**config.mk**
```make
export PLATFORM = sky130hd
export DESIGN_NAME = i2c_master_register_read_core
export DESIGN_NICKNAME = d
export VERILOG_FILES = /design/src/hdl/i2cmrr_pkg.sv /design/src/hdl/i2cmrr_front.sv /design/src/hdl/i2cmrr_engine.sv /design/src/hdl/i2c_master_register_read_core.sv
export SDC_FILE = /design/constraint.sdc
export NUM_CORES = 1
export LEC_CHECK = 0
export BUFFER_PORTS_ARGS = -buffer_cell sky130_fd_sc_hd__buf_4
export CAP_MARGIN = 20
export CORE_UTILIZATION = 64
export CTS_BUF_LIST = sky130_fd_sc_hd__clkbuf_4
export DETAILED_ROUTE_END_ITERATION = 10
export GPL_ROUTABILITY_DRIVEN = 0
export GPL_TIMING_DRIVEN = 1
export PLACE_DENSITY = 0.88
export SYNTH_ARGS = -nofsm -noshare
export SYNTH_HDL_FRONTEND = slang
export SYNTH_SLANG_ARGS = --single-unit
```
**constraint.sdc**
```tcl
create_clock -name clk_i -period 10 [get_ports clk_i]
set_input_delay 0.5 -clock clk_i [delete_from_list [all_inputs] [get_ports clk_i]]
set_output_delay 0.5 -clock clk_i [all_outputs]
set_load 0.03 [all_outputs]
```
**src/hdl/i2cmrr_pkg.sv**
```systemverilog
// ----------------------------------------------------------------------------
// i2cmrr_pkg
// shared types and constants of the i2c master register read core
// ----------------------------------------------------------------------------
package i2cmrr_pkg;

  // request kinds carried by an input beat
  typedef enum logic {
    REQ_TICK  = 1'b0,
    REQ_START = 1'b1
  } req_e;

  // register indexes on the configuration port
  localparam logic [1:0] REG_DEVICE_ADDRESS = 2'd0;
  localparam logic [1:0] REG_ACK_TIMEOUT    = 2'd1;
  localparam logic [1:0] REG_BIT_PHASE      = 2'd2;
  localparam logic [1:0] REG_START_STOP     = 2'd3;

  // register reset values
  localparam logic [6:0] DEVICE_ADDRESS_RST = 7'h69;
  localparam logic [7:0] ACK_TIMEOUT_RST    = 8'd250;
  localparam logic [3:0] BIT_PHASE_RST      = 4'd2;
  localparam logic [3:0] START_STOP_RST     = 4'd4;

  // queue depth between front and engine
  localparam int unsigned QueueDepth = 2;
  localparam int unsigned QueuePtrW  = $clog2(QueueDepth);
  localparam int unsigned QueueCntW  = $clog2(QueueDepth + 1);

  // classified input beat
  typedef struct packed {
    req_e       kind;
    logic [7:0] reg_addr;
    logic [7:0] read_length;
    logic       sda_in;
  } item_t;

  // configuration seen by the engine
  typedef struct packed {
    logic [6:0] device_address;
    logic [7:0] ack_timeout_limit;
    logic [3:0] bit_phase_ticks;
    logic [3:0] start_stop_ticks;
  } cfg_t;

  // one result beat
  typedef struct packed {
    logic       scl_level;
    logic       sda_release;
    logic       data_valid;
    logic [7:0] read_byte;
    logic       last_byte;
    logic       busy_res;
    logic       error;
  } result_t;

  // phase timer step: done flag and next tick count
  typedef struct packed {
    logic       done;
    logic [3:0] count;
  } phase_t;

  function automatic phase_t phase_step(input logic [3:0] count, input logic [3:0] len);
    logic [3:0] n;
    logic [3:0] t;
    phase_t     r;
    n = (len == 4'd0) ? 4'd1 : len;
    t = count + 4'd1;
    r.done  = (t >= n);
    r.count = r.done ? 4'd0 : t;
    return r;
  endfunction

endpackage

```
**src/hdl/i2cmrr_front.sv**
```systemverilog
// ----------------------------------------------------------------------------
// i2cmrr_front
// accepts input beats, classifies them and holds them in a short queue
// ----------------------------------------------------------------------------
module i2cmrr_front (
  input  logic               clk_i,
  input  logic               rst_ni,
  input  logic               in_valid_i,
  output logic               in_ready_o,
  input  logic               req_type_i,
  input  logic [7:0]         reg_addr_i,
  input  logic [7:0]         read_length_i,
  input  logic               sda_in_i,
  output logic               q_valid_o,
  output i2cmrr_pkg::item_t  q_item_o,
  input  logic               q_pop_i
);

  i2cmrr_pkg::item_t                          slot_q [i2cmrr_pkg::QueueDepth];
  logic [i2cmrr_pkg::QueuePtrW-1:0]           wr_ptr_q, wr_ptr_d;
  logic [i2cmrr_pkg::QueuePtrW-1:0]           rd_ptr_q, rd_ptr_d;
  logic [i2cmrr_pkg::QueueCntW-1:0]           count_q, count_d;
  i2cmrr_pkg::item_t                          item_in;
  logic                                       push;
  logic                                       pop;

  // classify the incoming beat
  always_comb begin
    item_in.kind        = req_type_i ? i2cmrr_pkg::REQ_START : i2cmrr_pkg::REQ_TICK;
    item_in.reg_addr    = reg_addr_i;
    item_in.read_length = read_length_i;
    item_in.sda_in      = sda_in_i;
  end

  assign in_ready_o = (count_q != i2cmrr_pkg::QueueCntW'(i2cmrr_pkg::QueueDepth));
  assign push       = in_valid_i && in_ready_o;
  assign q_valid_o  = (count_q != '0);
  assign pop        = q_pop_i && q_valid_o;
  assign q_item_o   = slot_q[rd_ptr_q];

  // pointer and fill count update
  always_comb begin
    wr_ptr_d = wr_ptr_q;
    rd_ptr_d = rd_ptr_q;
    count_d  = count_q;
    if (push) begin
      wr_ptr_d = (wr_ptr_q == i2cmrr_pkg::QueuePtrW'(i2cmrr_pkg::QueueDepth - 1)) ?
                 '0 : wr_ptr_q + 1'b1;
    end
    if (pop) begin
      rd_ptr_d = (rd_ptr_q == i2cmrr_pkg::QueuePtrW'(i2cmrr_pkg::QueueDepth - 1)) ?
                 '0 : rd_ptr_q + 1'b1;
    end
    if (push && !pop) begin
      count_d = count_q + 1'b1;
    end else if (pop && !push) begin
      count_d = count_q - 1'b1;
    end
  end

  always_ff @(posedge clk_i or negedge rst_ni) begin
    if (!rst_ni) begin
      wr_ptr_q <= '0;
      rd_ptr_q <= '0;
      count_q  <= '0;
    end else begin
      wr_ptr_q <= wr_ptr_d;
      rd_ptr_q <= rd_ptr_d;
      count_q  <= count_d;
    end
  end

  // queue storage
  always_ff @(posedge clk_i) begin
    if (push) begin
      slot_q[wr_ptr_q] <= item_in;
    end
  end

endmodule

```
**src/hdl/i2cmrr_engine.sv**
```systemverilog
// ----------------------------------------------------------------------------
// i2cmrr_engine
// bus sequencer: one step per queued beat, result held in an output register
// ----------------------------------------------------------------------------
module i2cmrr_engine (
  input  logic                 clk_i,
  input  logic                 rst_ni,
  input  i2cmrr_pkg::cfg_t     cfg_i,
  input  logic                 q_valid_i,
  input  i2cmrr_pkg::item_t    q_item_i,
  output logic                 q_pop_o,
  output logic                 out_valid_o,
  input  logic                 out_ready_i,
  output i2cmrr_pkg::result_t  result_o
);

  typedef enum logic [4:0] {
    ST_IDLE      = 5'd0,
    ST_START1    = 5'd1,
    ST_START2    = 5'd2,
    ST_DEV_LOW   = 5'd3,
    ST_DEV_HIGH  = 5'd4,
    ST_REG_LOW   = 5'd5,
    ST_REG_HIGH  = 5'd6,
    ST_ACKD_LOW  = 5'd7,
    ST_ACKD_HIGH = 5'd8,
    ST_ACKR_LOW  = 5'd9,
    ST_ACKR_HIGH = 5'd10,
    ST_RS_LOW    = 5'd11,
    ST_RX_LOW    = 5'd12,
    ST_RX_HIGH   = 5'd13,
    ST_MACK_LOW  = 5'd14,
    ST_MACK_HIGH = 5'd15,
    ST_STOP1     = 5'd16,
    ST_STOP2     = 5'd17,
    ST_STOP3     = 5'd18
  } state_e;

  state_e              state_q, state_d;
  logic [3:0]          tick_q, tick_d;
  logic [3:0]          bit_q, bit_d;
  logic [7:0]          shift_q, shift_d;
  logic [7:0]          left_q, left_d;
  logic [7:0]          held_addr_q, held_addr_d;
  logic [7:0]          ack_wait_q, ack_wait_d;
  logic                error_q, error_d;
  logic                pass_q, pass_d;
  logic                out_valid_q;
  i2cmrr_pkg::result_t res_q, res_d;
  i2cmrr_pkg::phase_t  bit_ph;
  i2cmrr_pkg::phase_t  ss_ph;
  logic [7:0]          rx_shift;
  logic [3:0]          bit_inc;
  logic [7:0]          left_dec;

  // take a beat when the output register is free or being drained
  assign q_pop_o     = q_valid_i && (!out_valid_q || out_ready_i);
  assign out_valid_o = out_valid_q;
  assign result_o    = res_q;

  assign bit_ph   = i2cmrr_pkg::phase_step(tick_q, cfg_i.bit_phase_ticks);
  assign ss_ph    = i2cmrr_pkg::phase_step(tick_q, cfg_i.start_stop_ticks);
  assign rx_shift = (tick_q == 4'd0) ? {shift_q[6:0], q_item_i.sda_in} : shift_q;
  assign bit_inc  = bit_q + 4'd1;
  assign left_dec = (left_q != 8'd0) ? left_q - 8'd1 : 8'd0;

  // next step of the sequencer
  always_comb begin
    state_d     = state_q;
    tick_d      = tick_q;
    bit_d       = bit_q;
    shift_d     = shift_q;
    left_d      = left_q;
    held_addr_d = held_addr_q;
    ack_wait_d  = ack_wait_q;
    error_d     = error_q;
    pass_d      = pass_q;
    res_d       = '0;

    if (q_item_i.kind == i2cmrr_pkg::REQ_START) begin
      // start request only latches when the bus is idle
      if (state_q == ST_IDLE) begin
        held_addr_d = q_item_i.reg_addr;
        left_d      = q_item_i.read_length;
        error_d     = 1'b0;
        pass_d      = 1'b0;
        bit_d       = 4'd0;
        shift_d     = 8'd0;
        ack_wait_d  = 8'd0;
        state_d     = ST_START1;
        tick_d      = 4'd0;
      end
    end else begin
      unique case (state_q)
        ST_START1: begin
          tick_d = ss_ph.count;
          if (ss_ph.done) state_d = ST_START2;
        end
        ST_START2: begin
          tick_d = ss_ph.count;
          if (ss_ph.done) begin
            shift_d = {cfg_i.device_address, pass_q};
            bit_d   = 4'd0;
            state_d = ST_DEV_LOW;
          end
        end
        ST_DEV_LOW: begin
          tick_d = bit_ph.count;
          if (bit_ph.done) state_d = ST_DEV_HIGH;
        end
        ST_REG_LOW: begin
          tick_d = bit_ph.count;
          if (bit_ph.done) state_d = ST_REG_HIGH;
        end
        ST_DEV_HIGH, ST_REG_HIGH: begin
          tick_d = bit_ph.count;
          if (bit_ph.done) begin
            shift_d = {shift_q[6:0], 1'b0};
            bit_d   = bit_inc;
            if (bit_inc >= 4'd8) begin
              state_d    = (state_q == ST_DEV_HIGH) ? ST_ACKD_LOW : ST_ACKR_LOW;
              bit_d      = 4'd0;
              ack_wait_d = 8'd0;
            end else begin
              state_d = (state_q == ST_DEV_HIGH) ? ST_DEV_LOW : ST_REG_LOW;
            end
          end
        end
        ST_ACKD_LOW: begin
          tick_d = bit_ph.count;
          if (bit_ph.done) state_d = ST_ACKD_HIGH;
        end
        ST_ACKR_LOW: begin
          tick_d = bit_ph.count;
          if (bit_ph.done) state_d = ST_ACKR_HIGH;
        end
        ST_ACKD_HIGH, ST_ACKR_HIGH: begin
          if (!q_item_i.sda_in) begin
            tick_d = 4'd0;
            if (state_q == ST_ACKR_HIGH) begin
              pass_d  = 1'b1;
              state_d = ST_RS_LOW;
            end else if (!pass_q) begin
              shift_d = held_addr_q;
              bit_d   = 4'd0;
              state_d = ST_REG_LOW;
            end else if (left_q == 8'd0) begin
              state_d = ST_STOP1;
            end else begin
              shift_d = 8'd0;
              bit_d   = 4'd0;
              state_d = ST_RX_LOW;
            end
          end else if (ack_wait_q >= cfg_i.ack_timeout_limit) begin
            // acknowledge missing too long: abort with a stop
            error_d = 1'b1;
            state_d = ST_STOP1;
            tick_d  = 4'd0;
          end else begin
            ack_wait_d = ack_wait_q + 8'd1;
          end
        end
        ST_RS_LOW: begin
          tick_d = bit_ph.count;
          if (bit_ph.done) state_d = ST_START1;
        end
        ST_RX_LOW: begin
          tick_d = bit_ph.count;
          if (bit_ph.done) state_d = ST_RX_HIGH;
        end
        ST_RX_HIGH: begin
          // data bit sampled on the first tick of the high phase
          shift_d = rx_shift;
          tick_d  = bit_ph.count;
          if (bit_ph.done) begin
            bit_d = bit_inc;
            if (bit_inc >= 4'd8) begin
              res_d.data_valid = 1'b1;
              res_d.read_byte  = rx_shift;
              res_d.last_byte  = (left_q <= 8'd1);
              bit_d            = 4'd0;
              state_d          = ST_MACK_LOW;
            end else begin
              state_d = ST_RX_LOW;
            end
          end
        end
        ST_MACK_LOW: begin
          tick_d = bit_ph.count;
          if (bit_ph.done) state_d = ST_MACK_HIGH;
        end
        ST_MACK_HIGH: begin
          tick_d = bit_ph.count;
          if (bit_ph.done) begin
            left_d = left_dec;
            if (left_dec == 8'd0) begin
              state_d = ST_STOP1;
            end else begin
              shift_d = 8'd0;
              bit_d   = 4'd0;
              state_d = ST_RX_LOW;
            end
          end
        end
        ST_STOP1: begin
          tick_d = ss_ph.count;
          if (ss_ph.done) state_d = ST_STOP2;
        end
        ST_STOP2: begin
          tick_d = ss_ph.count;
          if (ss_ph.done) state_d = ST_STOP3;
        end
        ST_STOP3: begin
          tick_d = ss_ph.count;
          if (ss_ph.done) state_d = ST_IDLE;
        end
        default: begin
          state_d = ST_IDLE;
          tick_d  = 4'd0;
        end
      endcase
    end

    // line levels after this step
    unique case (state_d)
      ST_START2: begin
        res_d.scl_level = 1'b1; res_d.sda_release = 1'b0;
      end
      ST_DEV_LOW, ST_REG_LOW: begin
        res_d.scl_level = 1'b0; res_d.sda_release = shift_d[7];
      end
      ST_DEV_HIGH, ST_REG_HIGH: begin
        res_d.scl_level = 1'b1; res_d.sda_release = shift_d[7];
      end
      ST_ACKD_LOW, ST_ACKR_LOW, ST_RS_LOW, ST_RX_LOW: begin
        res_d.scl_level = 1'b0; res_d.sda_release = 1'b1;
      end
      ST_MACK_LOW: begin
        res_d.scl_level = 1'b0; res_d.sda_release = (left_d <= 8'd1);
      end
      ST_MACK_HIGH: begin
        res_d.scl_level = 1'b1; res_d.sda_release = (left_d <= 8'd1);
      end
      ST_STOP1: begin
        res_d.scl_level = 1'b0; res_d.sda_release = 1'b0;
      end
      ST_STOP2: begin
        res_d.scl_level = 1'b1; res_d.sda_release = 1'b0;
      end
      default: begin
        res_d.scl_level = 1'b1; res_d.sda_release = 1'b1;
      end
    endcase
    res_d.busy_res = (state_d != ST_IDLE);
    res_d.error    = error_d;
  end

  // sequencer state and output register
  always_ff @(posedge clk_i or negedge rst_ni) begin
    if (!rst_ni) begin
      state_q     <= ST_IDLE;
      tick_q      <= 4'd0;
      bit_q       <= 4'd0;
      shift_q     <= 8'd0;
      left_q      <= 8'd0;
      held_addr_q <= 8'd0;
      ack_wait_q  <= 8'd0;
      error_q     <= 1'b0;
      pass_q      <= 1'b0;
      out_valid_q <= 1'b0;
      res_q       <= '0;
    end else begin
      if (q_pop_o) begin
        state_q     <= state_d;
        tick_q      <= tick_d;
        bit_q       <= bit_d;
        shift_q     <= shift_d;
        left_q      <= left_d;
        held_addr_q <= held_addr_d;
        ack_wait_q  <= ack_wait_d;
        error_q     <= error_d;
        pass_q      <= pass_d;
        res_q       <= res_d;
        out_valid_q <= 1'b1;
      end else if (out_ready_i) begin
        out_valid_q <= 1'b0;
      end
    end
  end

endmodule

```
**src/hdl/i2c_master_register_read_core.sv**
```systemverilog
// ----------------------------------------------------------------------------
// i2c_master_register_read_core
// i2c master engine for register reads, stepped one tick beat at a time
// ----------------------------------------------------------------------------
// usage:
//   input channel (in_valid_i/in_ready_o): each beat is either a start
//   request (req_type_i = 1, with reg_addr_i and read_length_i) or one
//   microsecond tick carrying the sampled SDA level in sda_in_i.
//   output channel (out_valid_o/out_ready_i): exactly one result beat per
//   input beat, in order, with SCL/SDA levels, a received byte when
//   data_valid_o is set, busy and error status.
//   configuration: apb-style write/read port, registers at 0x0 device
//   address, 0x4 ack timeout, 0x8 bit phase ticks, 0xc start/stop ticks;
//   write them only while the core is idle.
// timing:
//   a beat's result is loaded into the output register when the engine
//   pops the beat from the queue; one beat per cycle is sustained while
//   out_ready_i is high.
// reset: sequencer idle, output register cleared with no result valid,
//   registers at defaults, queue empty.
// stall: while out_ready_i is low the result is held; the two-entry queue
//   keeps taking beats until full, then in_ready_o drops.
// ----------------------------------------------------------------------------
module i2c_master_register_read_core (
  input  logic        clk_i,
  input  logic        rst_ni,
  // input channel
  input  logic        in_valid_i,
  output logic        in_ready_o,
  input  logic        req_type_i,
  input  logic [7:0]  reg_addr_i,
  input  logic [7:0]  read_length_i,
  input  logic        sda_in_i,
  // output channel
  output logic        out_valid_o,
  input  logic        out_ready_i,
  output logic        scl_level_o,
  output logic        sda_release_o,
  output logic        data_valid_o,
  output logic [7:0]  read_byte_o,
  output logic        last_byte_o,
  output logic        busy_res_o,
  output logic        error_o,
  // configuration port
  input  logic        psel,
  input  logic        penable,
  input  logic        pwrite,
  input  logic [3:0]  paddr,
  input  logic [31:0] pwdata,
  output logic [31:0] prdata,
  output logic        pready
);

  i2cmrr_pkg::cfg_t    cfg_q;
  i2cmrr_pkg::item_t   q_item;
  i2cmrr_pkg::result_t result;
  logic                q_valid;
  logic                q_pop;
  logic                cfg_we;
  logic [1:0]          cfg_idx;

  assign pready  = 1'b1;
  assign cfg_we  = psel && penable && pwrite && pready;
  assign cfg_idx = paddr[3:2];

  // configuration registers
  always_ff @(posedge clk_i or negedge rst_ni) begin
    if (!rst_ni) begin
      cfg_q.device_address    <= i2cmrr_pkg::DEVICE_ADDRESS_RST;
      cfg_q.ack_timeout_limit <= i2cmrr_pkg::ACK_TIMEOUT_RST;
      cfg_q.bit_phase_ticks   <= i2cmrr_pkg::BIT_PHASE_RST;
      cfg_q.start_stop_ticks  <= i2cmrr_pkg::START_STOP_RST;
    end else if (cfg_we) begin
      unique case (cfg_idx)
        i2cmrr_pkg::REG_DEVICE_ADDRESS: cfg_q.device_address    <= pwdata[6:0];
        i2cmrr_pkg::REG_ACK_TIMEOUT:    cfg_q.ack_timeout_limit <= pwdata[7:0];
        i2cmrr_pkg::REG_BIT_PHASE:      cfg_q.bit_phase_ticks   <= pwdata[3:0];
        i2cmrr_pkg::REG_START_STOP:     cfg_q.start_stop_ticks  <= pwdata[3:0];
        default: ;
      endcase
    end
  end

  // register read back
  always_comb begin
    unique case (cfg_idx)
      i2cmrr_pkg::REG_DEVICE_ADDRESS: prdata = {25'd0, cfg_q.device_address};
      i2cmrr_pkg::REG_ACK_TIMEOUT:    prdata = {24'd0, cfg_q.ack_timeout_limit};
      i2cmrr_pkg::REG_BIT_PHASE:      prdata = {28'd0, cfg_q.bit_phase_ticks};
      i2cmrr_pkg::REG_START_STOP:     prdata = {28'd0, cfg_q.start_stop_ticks};
      default:                        prdata = 32'd0;
    endcase
  end

  // front: accept and queue
  i2cmrr_front u_front (
    .clk_i         (clk_i),
    .rst_ni        (rst_ni),
    .in_valid_i    (in_valid_i),
    .in_ready_o    (in_ready_o),
    .req_type_i    (req_type_i),
    .reg_addr_i    (reg_addr_i),
    .read_length_i (read_length_i),
    .sda_in_i      (sda_in_i),
    .q_valid_o     (q_valid),
    .q_item_o      (q_item),
    .q_pop_i       (q_pop)
  );

  // back: bus sequencer
  i2cmrr_engine u_engine (
    .clk_i       (clk_i),
    .rst_ni      (rst_ni),
    .cfg_i       (cfg_q),
    .q_valid_i   (q_valid),
    .q_item_i    (q_item),
    .q_pop_o     (q_pop),
    .out_valid_o (out_valid_o),
    .out_ready_i (out_ready_i),
    .result_o    (result)
  );

  assign scl_level_o   = result.scl_level;
  assign sda_release_o = result.sda_release;
  assign data_valid_o  = result.data_valid;
  assign read_byte_o   = result.read_byte;
  assign last_byte_o   = result.last_byte;
  assign busy_res_o    = result.busy_res;
  assign error_o       = result.error;

endmodule

```
# Word-level counts from Yosys, hierarchy flattened
# Memory sizes are Yosys's and may differ from the RTL's.
# Index checks and enable logic that the tools add are counted.
# W data, S select, Z words.
[totals]
register_bits = 88
ramBits = 36
in_bits = 61
out_inout_bits = 49
word_cells = 234
mem_count = 1
[mem_list]
columns = ["name", "words", "word_bits", "rd", "rd_ports_with_merged_regs", "wr", "line", "text"]
rows = [
  ["u_front.slot_q", 2, 18, 1, 0, 1, "i2cmrr_front.sv:19", "i2cmrr_pkg::item_t slot_q [i2cmrr_pkg::QueueDepth];"],
]
[classes]
add_sub_neg = 8
n_lt_le_gt_ge = 6
n_eq_ne = 49
mux = 96
reduce_logical = 50
[ops]
columns = ["operator", "count"]
rows = [
  ["$mux W8", 22],
  ["$pmux W32 S4", 1],
  ["$mux W5", 24],
  ["$pmux W5 S16", 1],
  ["$mux W4", 19],
  ["$eq A5 B4 Y1 const B", 13],
  ["$eq A5 B3 Y1 const B", 8],
  ["$mux W10", 4],
  ["$pmux W8 S5", 1],
  ["$eq A5 B5 Y1 const B", 5],
  ["$eq A5 B2 Y1 const B", 4],
  ["$reduce_and A10 Y1", 2],
  ["$le A8 B1 Y1 const B", 2],
  ["$logic_not A8 Y1", 2],
  ["$mux W1", 16],
  ["$pmux W4 S4", 1],
  ["$pmux W8 S2", 1],
  ["$ne A3 B2 Y1 const B", 5],
  ["$pmux W2 S7", 1],
  ["$reduce_bool A2 Y1", 7],
  ["$logic_not A4 Y1", 3],
  ["$ne A3 B3 Y1 const B", 4],
  ["$pmux W4 S3", 1],
  ["$reduce_or A11 Y1", 1],
  ["35 further kinds", 61],
]

# Logic depth before layout (Yosys ltp)
# Gate-level depths: netlist (run 1).
[logic_depth]
word_depth = 10
depth_mapped = 14
ltp_nobuf = 13

# Cells and area by module
# Synthesis (run 1) repeated with hierarchy kept, for this count alone.
[hier_totals]
cells_unflattened = 728
area_unflattened_um2 = 7453.4
[by_module_without_submodules]
columns = ["module", "instances", "cells_per_inst", "area_each_um2", "seq_area_each_um2"]
rows = [
  ["i2cmrr_engine", 1, 562, 4624.4, 1526.5],
  ["i2cmrr_front", 1, 74, 1542.7, 1181.1],
  ["i2c_master_register_read_core", 1, 92, 1286.2, 590.6],
]

# Worst setup path after synthesis (run 1)
# OpenSTA, ideal clock, no wires.
[synth_path]
path_kind = "reg-to-reg"
from = "reg cfg_q[2] (netlist name)"
to = "reg u_engine.res_q (netlist bit u_engine.result_o[12])"
setup_ns = 0.129
arrival_time_ns = 3.004
required_time_ns = 9.871
setup_slack_ns = 6.868
path_stages_with_launch = 14
path_buffers = 1
synth_period_minus_slack_ns = 3.132
path_cell_list = "dfstp_2 -> inv_1 -> a31o_2 -> ha_1 -> nand2b_1 -> a2111o_1 -> and2_0 -> clkbuf_1 -> a211oi_1 -> o221ai_1 -> a22o_2 -> a211o_1 -> a31oi_1 -> a31oi_1"
[synth_between]
elab_chain_cells = 9
word_cells_on_any_way = 31
classes_between = "1 x order compare; 13 x eq/ne; 12 x mux; 5 x reduce/logical"
[synth_rtl]
columns = ["item", "line", "text"]
rows = [
  ["from (decl)", "i2c_master_register_read_core.sv:54", "i2cmrr_pkg::cfg_t cfg_q;"],
  ["$logic_not A4 Y1", "i2cmrr_pkg.sv:67", "n = (len == 4'd0) ? 4'd1 : len;"],
  ["$mux W4 *", "i2cmrr_pkg.sv:67", ""],
  ["$ge A4 B4 Y1 *", "i2cmrr_pkg.sv:69", "r.done = (t >= n);"],
  ["$mux W5, on equally long branches", "-", ""],
  ["$pmux W5 S16", "i2cmrr_engine.sv:94", "unique case (state_q)"],
  ["$mux W5", "i2cmrr_engine.sv:80", "if (q_item_i.kind == i2cmrr_pkg::REQ_START) begin"],
  ["$eq A5 B3 Y1 (tied with other cells)", "i2cmrr_engine.sv:225", "unique case (state_d)"],
  ["$reduce_or A4 Y1 (tied with other cells)", "i2cmrr_engine.sv:225", ""],
  ["$pmux W2 S7 *", "i2cmrr_engine.sv:225", ""],
  ["to (signal assigned)", "i2cmrr_engine.sv:283", "res_q <= res_d;"],
  ["to (decl)", "i2cmrr_engine.sv:49", "i2cmrr_pkg::result_t res_q, res_d;"],
]
# Every way passes the cells marked *; elsewhere a longest branch is shown, timed or not. The select of a mux whose other input is x is not followed.
# A chain may end at the register's enable or synchronous reset.

# Worst setup path after layout (run 1)
[layout_path]
from = "reg u_engine.tick_q[0]"
to = "reg u_engine.res_q (netlist bit u_engine.result_o[12])"
[layout_between]
elab_chain_cells = 8
word_cells_on_any_way = 49
classes_between = "1 x add/sub; 3 x order compare; 13 x eq/ne; 27 x mux; 5 x reduce/logical"
[layout_rtl]
columns = ["item", "line", "text"]
rows = [
  ["from (decl)", "i2cmrr_engine.sv:40", "logic [3:0] tick_q, tick_d;"],
  ["from (signal assigned)", "i2cmrr_engine.sv:275", "tick_q <= tick_d;"],
  ["$add A4 B1 Y4", "i2cmrr_pkg.sv:68", "t = count + 4'd1;"],
  ["$ge A4 B4 Y1", "i2cmrr_pkg.sv:69", ""],
  ["$mux W5 (tied with other cells)", "i2cmrr_engine.sv:215", "if (ss_ph.done) state_d = ST_IDLE;"],
  ["$pmux W5 S16", "i2cmrr_engine.sv:94", ""],
  ["$mux W5", "i2cmrr_engine.sv:80", ""],
  ["$eq A5 B3 Y1 (tied with other cells)", "i2cmrr_engine.sv:225", ""],
  ["$reduce_or A4 Y1 (tied with other cells)", "i2cmrr_engine.sv:225", ""],
  ["$pmux W2 S7 *", "i2cmrr_engine.sv:225", ""],
]
# Marked as above.

==> results of run 1 <==
final cells by class:
class | count | area share
Sequential cell | 124 | 0.408
Multi-Input combinational cell | 563 | 0.458
Timing Repair Buffer | 66 | 0.0616
Clock buffer | 18 | 0.0167
Tap cell | 140 | 0.0217
Inverter | 26 | 0.0121
Clock inverter | 14 | 0.0218
power by group through the flow:
stage	clock (mW)	sequential, mW	combinational, mW
2_1_floorplan	0	0.720	0.697
3_3_place_gp	0	0.763	0.809
5_1_grt	0.410	0.781	0.944
3_5_place_dp	0	0.773	0.844
4_1_cts	0.388	0.762	0.850
6_report	0.382	0.766	0.875
metal layers:
| metal | routed length, µm | global-route usage | vias to the layer above | part of all wire |
|---|---|---|---|---|
| met5 | 0 | 0 | - | 0 |
| met3 | 1480 | 0.0611 | 73 | 0.085 |
| met1 | 6970 | 0.401 | 2927 | 0.40 |
| met4 | 579 | 0.145 | 0 | 0.033 |
| li1 | - | - | 2831 | - |
| met2 | 8280 | 0.495 | 424 | 0.48 |
worst max-delay path by stage:
stage | slack, ns | cells after the start | start | end
after global placement | 6.29 | 12 | u_engine.tick_q[0] | u_engine.result_o[12]
after floorplan | 6.87 | 13 | cfg_q[2] | u_engine.result_o[12]
after global routing | 5.83 | 12 | u_engine.tick_q[0] | u_engine.result_o[12]
final | 5.98 | 12 | u_engine.tick_q[0] | u_engine.result_o[12]
after detailed placement | 6.20 | 12 | u_engine.tick_q[0] | u_engine.result_o[13]
after CTS | 6.13 | 12 | u_engine.tick_q[0] | u_engine.result_o[12]
worst max-delay path, delay by kind of cell, from the launching register on:
family / cells / cell delay, ns
and+or+nand+nor: 3 / 1.37
adders and majority gates: 2 / 0.48
DFF: 1 / 0.49
xor gates and xnor gates: 1 / 0.32
AOI/OAI and AO/OA: 6 / 1.25
synthesized netlist by cell type (3+ instances only):
| library cell | count | area [µm²] |
|---|---|---|
| sky130_fd_sc_hd__nand2_1 | 93 | 349 |
| sky130_fd_sc_hd__dfrtp_1 | 76 | 1900 |
| sky130_fd_sc_hd__o21ai_0 | 75 | 375 |
| sky130_fd_sc_hd__nor2_1 | 48 | 180 |
| sky130_fd_sc_hd__edfxtp_1 | 36 | 1080 |
| sky130_fd_sc_hd__mux2i_1 | 30 | 300 |
| sky130_fd_sc_hd__inv_1 | 26 | 97.6 |
| sky130_fd_sc_hd__buf_4 | 25 | 188 |
| sky130_fd_sc_hd__ha_1 | 25 | 313 |
| sky130_fd_sc_hd__a21oi_1 | 19 | 95.1 |
| sky130_fd_sc_hd__nand3_1 | 17 | 85.1 |
| sky130_fd_sc_hd__mux2_2 | 16 | 180 |
| sky130_fd_sc_hd__nor3_1 | 16 | 80.1 |
| sky130_fd_sc_hd__nand4_1 | 14 | 87.6 |
| sky130_fd_sc_hd__a31oi_1 | 13 | 81.3 |
| sky130_fd_sc_hd__dfstp_2 | 12 | 315 |
| sky130_fd_sc_hd__nand2b_1 | 11 | 68.8 |
| sky130_fd_sc_hd__clkbuf_1 | 10 | 37.5 |
| sky130_fd_sc_hd__a21o_1 | 9 | 67.6 |
| sky130_fd_sc_hd__buf_2 | 9 | 45.0 |
| sky130_fd_sc_hd__a222oi_1 | 8 | 80.1 |
| sky130_fd_sc_hd__o31ai_1 | 8 | 60.1 |
| sky130_fd_sc_hd__a211oi_1 | 7 | 52.6 |
| sky130_fd_sc_hd__nor2b_1 | 7 | 43.8 |
| sky130_fd_sc_hd__o21a_1 | 7 | 52.6 |
| sky130_fd_sc_hd__or3_1 | 7 | 43.8 |
| sky130_fd_sc_hd__buf_6 | 6 | 67.6 |
| sky130_fd_sc_hd__xnor2_1 | 6 | 52.6 |
| sky130_fd_sc_hd__a2111oi_0 | 5 | 43.8 |
| sky130_fd_sc_hd__and2_1 | 5 | 31.3 |
| sky130_fd_sc_hd__and3_1 | 5 | 31.3 |
| sky130_fd_sc_hd__buf_1 | 5 | 18.8 |
| sky130_fd_sc_hd__nand3b_1 | 5 | 37.5 |
| sky130_fd_sc_hd__xor2_1 | 5 | 43.8 |
| sky130_fd_sc_hd__a221oi_1 | 4 | 35.0 |
| sky130_fd_sc_hd__and4_1 | 4 | 35.0 |
| sky130_fd_sc_hd__mux4_2 | 4 | 90.1 |
| sky130_fd_sc_hd__nor4_1 | 4 | 25.0 |
| sky130_fd_sc_hd__a31o_2 | 3 | 26.3 |
| sky130_fd_sc_hd__a31oi_4 | 3 | 63.8 |
| sky130_fd_sc_hd__clkbuf_8 | 3 | 41.3 |
| sky130_fd_sc_hd__o2111ai_1 | 3 | 26.3 |
| sky130_fd_sc_hd__or2_2 | 3 | 18.8 |
state kept, by name (all words and copies together) (netlist names), 2 cells and up:
register              count
u_engine.left_q           8
u_front.slot_q           36
cfg_q                    23
u_engine.state_q          5
u_engine.bit_q            4
u_engine.result_o        13
u_engine.ack_wait_q       8
u_engine.tick_q           4
u_front.count_q           2
u_engine.held_addr_q      8
u_engine.shift_q          8
logic make-up (layout without fill, tap and decap cells):
family / Yosys count / count (layout) / synth area share
other cells: 2 / 25 / 0.00101
flops: 124 / 124 / 0.445
mux: 50 / 50 / 0.0770
simple gates: 256 / 256 / 0.172
buf+inv: 84 / 124 / 0.0668
compound gates: 196 / 196 / 0.183
fa+ha+maj: 25 / 25 / 0.0422
xor+xnor: 11 / 11 / 0.0130
metrics by stage:
stage               power [mW]  hold WS, ns  instance area (µm²)  utilization  setup slack, ns
floorplan                 1.42        0.204                 7500            -             6.87
global placement          1.57        0.412                 7760        0.700             6.29
detailed placement        1.62        0.417                 7760        0.700             6.20
CTS                       2.00       0.0966                 8080        0.729             6.13
global route              2.14        0.107                 8090        0.730             5.83
finish                    2.02        0.148                 8090        0.730             5.98
==> load_flow_metrics.sql, run 1 <==
INSERT INTO impl_metrics (metric_group, metric, value, unit) VALUES
('drt', 'routed_wire_length_per_instance', '18.2', 'µm'),
('clock_tree', 'clk_transition_reported_paths', '0.12', 'ns'),
('global_routing', 'first_global_vias', '5959', ''),
('timing', 'report.final.slew_viol_count', '0', ''),
('worst_hold_path', 'worstHoldPathType', 'input pin to register', ''),
('timing', 'rsz0062_at_grt', 'no', ''),
('synthesis', 'synth.lib_cells_used.distinct', '86', ''),
('clock_tree', 'count_of_h_tree_levels_built_during_cts', '4', ''),
('synthesis', 'top_ff_cell_synth', 'sky130_fd_sc_hd__dfrtp_1', ''),
('finish', 'post_route_cells_drive_above_1_share', '0.184', ''),
('power', 'cell_int_power', '1.15', 'mW'),
('synthesis', 'synth_warnings', '0', ''),
('floorplanning', 'initial_utilization', '0.669', ''),
('critical_path', 'critical-path-slowest-cell', 'sky130_fd_sc_hd__nor2_1', ''),
('clock_tree', 'tritoncts_clock_tree', 'built', ''),
('critical_path', 'worstPathMaxFanout', '9', ''),
('floorplanning', 'die-area', '12000', 'µm²'),
('floorplanning', 'die_width', '110', 'µm'),
('drt', 'wirelength', '17.3', 'mm'),
('timing', 'tightestPinTransition', '1.11', 'ns'),
('clock_tree', 'tritoncts.num_buffers', '17', ''),
('worst_hold_path', 'min_delay_worst_endpoint', 'u_front.slot_q[1][17]', ''),
('floorplanning', 'core.rowCount', '38', ''),
('power', 'clkPwrFrac', '0.189', ''),
('drt', 'drt_pass1_iterations', '10', ''),
('finish', 'finish.cell_count_without_fillers', '951', ''),
('timing', 'fin_worst_skew', '0.0228', 'ns'),
('synthesis', 'post_synthesis_mean_instance_area', '9.91', 'µm²'),
('worst_hold_path', 'timing.hold.worst.start', 'req_type_i', ''),
('finish', 'multiInputGateArea', '3710', 'µm²'),
('power', 'powerDensity', '250', 'nW/µm²'),
('timing', 'final.min_clock_period', '4.02', 'ns'),
('floorplanning', 'chipHeight', '110', 'µm'),
('drt', 'detailroute.via_count', '6255', ''),
('power', 'p_leak', '3.50', 'nW'),
('place', 'hpwlAfterDp', '12.6', 'mm'),
('place', 'numPlacedInstances', '917', ''),
('clock_tree', 'cts-root-buf', 'sky130_fd_sc_hd__clkbuf_4', ''),
('drt', 'detail_route.vias_per_cell', '6.58', ''),
('critical_path', 'rr_worst_depth', '12', ''),
('critical_path', 'criticalPathCategory', 'register to register', ''),
('critical_path', 'setup.reg_to_reg.worst_slack', '5.98', 'ns'),
('timing', 'setup_viol_count_final', '0', ''),
('timing', 'hold_viol_final', '0', ''),
('critical_path', 'critical_path_required', '10.45', 'ns'),
('clock_tree', 'cts_setup_buffers', '0', ''),
('run_status', 'status', 'complete, no violations', ''),
('timing', 'fmaxAchievable', '249', 'MHz'),
('critical_path', 'cpPeakStageDelay', '0.70', 'ns'),
('finish', 'num_antenna_cells', '0', ''),
('power', 'power_switching', '0.869', 'mW'),
('power', 'peak_supply_drop', '0.233', 'mV'),
('critical_path', 'cpMostUsedCell', 'sky130_fd_sc_hd__ha_1', ''),
('finish', 'seq_area', '3300', 'µm²'),
('finish', 'area_growth', '9.08', '%'),
('synthesis', 'postSynthRegisterBits', '124', ''),
('global_routing', 'first_pass_grt_wire_length', '28.0', 'mm'),
('job', 'max_cap_viol_count', '0', ''),
('floorplanning', 'placeable_area', '11100', 'µm²'),
('global_routing', 'globalRouteOverflowTotal', '0', ''),
('floorplanning', 'io_pins', '110', ''),
('critical_path', 'r2r-start', 'u_engine.tick_q[0]', ''),
('clock_tree', 'clock_sinks', '124', ''),
('clock_tree', 'clk_path_buf_depth', '2', ''),
('global_routing', 'largest_net_degree_at_the_start_of_global_routing', '67', ''),
('power', 'seq_power_share', '0.379', ''),
('finish', 'post_layout_nets', '884', ''),
('timing', 'worst_slew_margin_rel', '0.251', ''),
('timing', 'setup_tns', '0', 'ns'),
('clock_tree', 'count_of_instances_resized_after_the_clock_tree_is_built', '0', ''),
('drt', 'post-route-drc-count', '0', '');
Note: power is estimated with default switching activity, not from simulation.
==> run 2, diff against run 1 <==
Settings changed: CORE_UTILIZATION 64 to 60, PLACE_DENSITY 0.88 to 0.83.
Clock period 10 ns to 3.7 ns, I/O delays scaled along.
==> run 2 against run 1 <==
Clock skew down 0.0016 ns. Cell area is 5.2% higher. Fmax rose by 14%. Hold slack lost 0.028 ns. Critical endpoint is now u_engine.result_o[1]. Sequential share of layout area is 2.0 points lower. Critical path depth unchanged. Register-to-register slack worse by 5.8 ns. Wire length grew 6.3%. Largest cell class unchanged.
==> load_flow_metrics.sql, run 2 (synthesized netlist as in run 1, its figures left out) <==
INSERT INTO impl_metrics (metric_group, metric, value, unit) VALUES
('timing', 'setup_viol_count_final', '0', ''),
('finish', 'finish.cell_count_without_fillers', '999', ''),
('power', 'powerDensity', '665', 'nW/µm²'),
('power', 'peak_supply_drop', '0.502', 'mV'),
('critical_path', 'crit_start_category', 'register', ''),
('floorplanning', 'initial_utilization', '0.617', ''),
('drt', 'post-route-drc-count', '0', ''),
('global_routing', 'largest_net_degree_at_the_start_of_global_routing', '69', ''),
('clock_tree', 'clk_path_buf_depth', '2', ''),
('critical_path', 'r2r-start', 'u_engine.tick_q[0]', ''),
('drt', 'drt_pass1_iterations', '9', ''),
('clock_tree', 'count_of_h_tree_levels_built_during_cts', '4', ''),
('finish', 'area_growth', '14.7', '%'),
('finish', 'num_antenna_cells', '0', ''),
('global_routing', 'globalRouteOverflowTotal', '0', ''),
('floorplanning', 'die-area', '12800', 'µm²'),
('critical_path', 'rr_worst_depth', '12', ''),
('critical_path', 'type_of_element_capturing_the_critical_path', 'register', ''),
('worst_hold_path', 'timing.hold.worst.start', 'penable', ''),
('clock_tree', 'cts-root-buf', 'sky130_fd_sc_hd__clkbuf_4', ''),
('floorplanning', 'die_width', '113', 'µm'),
('floorplanning', 'placeable_area', '12000', 'µm²'),
('timing', 'timing.hold.ws', '0.120', 'ns'),
('floorplanning', 'chipHeight', '113', 'µm'),
('global_routing', 'antenna_violations_before_repair', '0', ''),
('drt', 'detail_route.vias_per_cell', '6.37', ''),
('power', 'power.share.combinational', '0.453', ''),
('finish', 'layout.cells.most_common_list', '92 x sky130_fd_sc_hd__nand2_1, 77 x sky130_fd_sc_hd__buf_4, 76 x sky130_fd_sc_hd__dfrtp_1', ''),
('power', 'power_switching', '2.42', 'mW'),
('clock_tree', 'clk-insertion-delay-late', '0.56', 'ns'),
('clock_tree', 'tritoncts_clock_tree', 'built', ''),
('timing', 'worst_slew_margin_rel', '0.436', ''),
('floorplanning', 'io_pins', '110', ''),
('timing', 'final.min_clock_period', '3.52', 'ns'),
('worst_hold_path', 'worstHoldPathType', 'input pin to register', ''),
('critical_path', 'criticalPathCategory', 'register to register', ''),
('clock_tree', 'tritoncts.num_buffers', '17', ''),
('finish', 'top_register', 'u_front.slot_q', ''),
('critical_path', 'crit_path_arrival_time', '3.94', 'ns'),
('finish', 'final_core_area_utilization', '0.708', ''),
('drt', 'wl_met1', '7.39', 'mm'),
('clock_tree', 'clock_sinks', '124', ''),
('global_routing', 'first_pass_grt_wire_length', '30.3', 'mm'),
('power', 'seq_power_share', '0.356', ''),
('drt', 'detailroute.via_count', '6364', ''),
('power', 'cell_int_power', '3.24', 'mW'),
('timing', 'hold_viol_final', '0', ''),
('drt', 'met2_length', '8.99', 'mm'),
('finish', 'post_route_cells_drive_above_1_share', '0.197', ''),
('timing', 'rsz0062_at_grt', 'no', ''),
('place', 'hpwlAfterDp', '12.9', 'mm'),
('timing', 'final_min_period_over_clock_period', '0.951', ''),
('global_routing', 'global_route.usage.total', '0.304', ''),
('critical_path', 'worstSetupStartpoint', 'u_engine.tick_q[0]', ''),
('power', 'p_leak', '3.69', 'nW'),
('power', 'swShare', '0.428', ''),
('finish', 'post_layout_nets', '925', ''),
('drt', 'top_layer', 'met4', ''),
('finish', 'layout_commonest_cell', 'sky130_fd_sc_hd__nand2_1', ''),
('timing', 'fmaxAchievable', '284', 'MHz'),
('drt', 'met3WireLength', '1.52', 'mm'),
('drt', 'drt_iter0_drc', '886', ''),
('timing', 'tightestPinTransition', '0.835', 'ns'),
('job', 'max_cap_viol_count', '0', ''),
('place', 'place.port_buffers', '58', ''),
('global_routing', 'first_global_vias', '6197', ''),
('clock_tree', 'clk_transition_reported_paths', '0.11', 'ns'),
('finish', 'largest_register_ffs', '36', ''),
('drt', 'routed_wire_length_per_instance', '18.4', 'µm'),
('power', 'report.power.total', '5.65', 'mW'),
('finish', 'fill_cells', '835', ''),
('clock_tree', 'cts_setup_buffers', '0', ''),
('power', 'clkPwrFrac', '0.191', ''),
('timing', 'fin_worst_skew', '0.0211', 'ns'),
('critical_path', 'worstPathMaxFanout', '8', ''),
('place', 'numPlacedInstances', '937', ''),
('timing', 'report.final.slew_viol_count', '0', ''),
('worst_hold_path', 'holdPathStages', '5', ''),
('drt', 'route.antenna.remaining_nets', '0', ''),
('drt', 'wirelength', '18.4', 'mm'),
('critical_path', 'critical_path_required', '4.12', 'ns'),
('run_status', 'status', 'complete, no violations', ''),
('timing', 'setup_tns', '0', 'ns'),
('floorplanning', 'core.rowCount', '40', '');
run 2: area by class of cell:
cell class | instances | area [µm²] | area share
multi-input combinational | 563 | 3740 | 0.439
sequential | 124 | 3300 | 0.388
timing repair buffer | 107 | 873 | 0.103
tap | 147 | 184 | 0.0216
clock inverter | 13 | 174 | 0.0204
clock buffer | 19 | 143 | 0.0168
inverter | 26 | 97.6 | 0.0115
run 2: what timing repair did:
item,4_1_cts,5_1_grt
gates resized for setup,0,8
endpoints found under the setup margin,0,9
hold buffers,29,0
hold endpoints to repair,116,0
run 2: power groups by stage:
stage	Sequential [mW]	Clock, mW	Combinational, mW
floorplan	1.95	0	1.88
finish	2.01	1.08	2.56
CTS	2.00	1.08	2.47
detailed placement	2.03	0	2.43
global placement	2.00	0	2.34
global route	2.05	1.14	2.77
run 2: path summary, 6_finish.rpt:
| check | endpoint | slack, ns |
|---|---|---|
| min in group asynchronous | u_engine.tick_q[2] | 0.29 |
| max | u_engine.result_o[1] | 0.18 |
| max reg2reg | u_engine.result_o[1] | 0.18 |
| min reg2reg | u_engine.result_o[1] | 0.48 |
| min | cfg_q[5] | 0.12 |
| max in group asynchronous | u_engine.result_o[11] | 2.61 |
run 2: stage by stage:
| stage | instance area, µm² | setup WS [ns] |
|---|---|---|
| 2_1_floorplan | 7500 | 0.568 |
| 3_3_place_gp | 7870 | 0.343 |
| 3_5_place_dp | 7870 | 0.181 |
| 4_1_cts | 8480 | 0.127 |
| 5_1_grt | 8510 | 0.000151 |
| 6_report | 8510 | 0.181 |
run 2: metal layers:
layer / up-vias / track usage
met3: 64 / 0.0680
met5: - / 0
met4: 0 / 0.133
li1: 2913 / -
met2: 363 / 0.496
met1: 3024 / 0.391
run 2: worst max-delay path, stage by stage (launching register included):
cell and delay (ns):
sky130_fd_sc_hd__dfrtp_1 0.48, sky130_fd_sc_hd__ha_1 0.25, sky130_fd_sc_hd__xor2_1 0.18, sky130_fd_sc_hd__ha_1 0.24
sky130_fd_sc_hd__nor3_1 0.22, sky130_fd_sc_hd__o21a_1 0.37, sky130_fd_sc_hd__nor2_1 0.12, sky130_fd_sc_hd__buf_4 0.20
sky130_fd_sc_hd__a222oi_1 0.42, sky130_fd_sc_hd__o21ai_2 0.18, sky130_fd_sc_hd__nand2b_1 0.20, sky130_fd_sc_hd__o41ai_1 0.44
sky130_fd_sc_hd__nand2_1 0.10
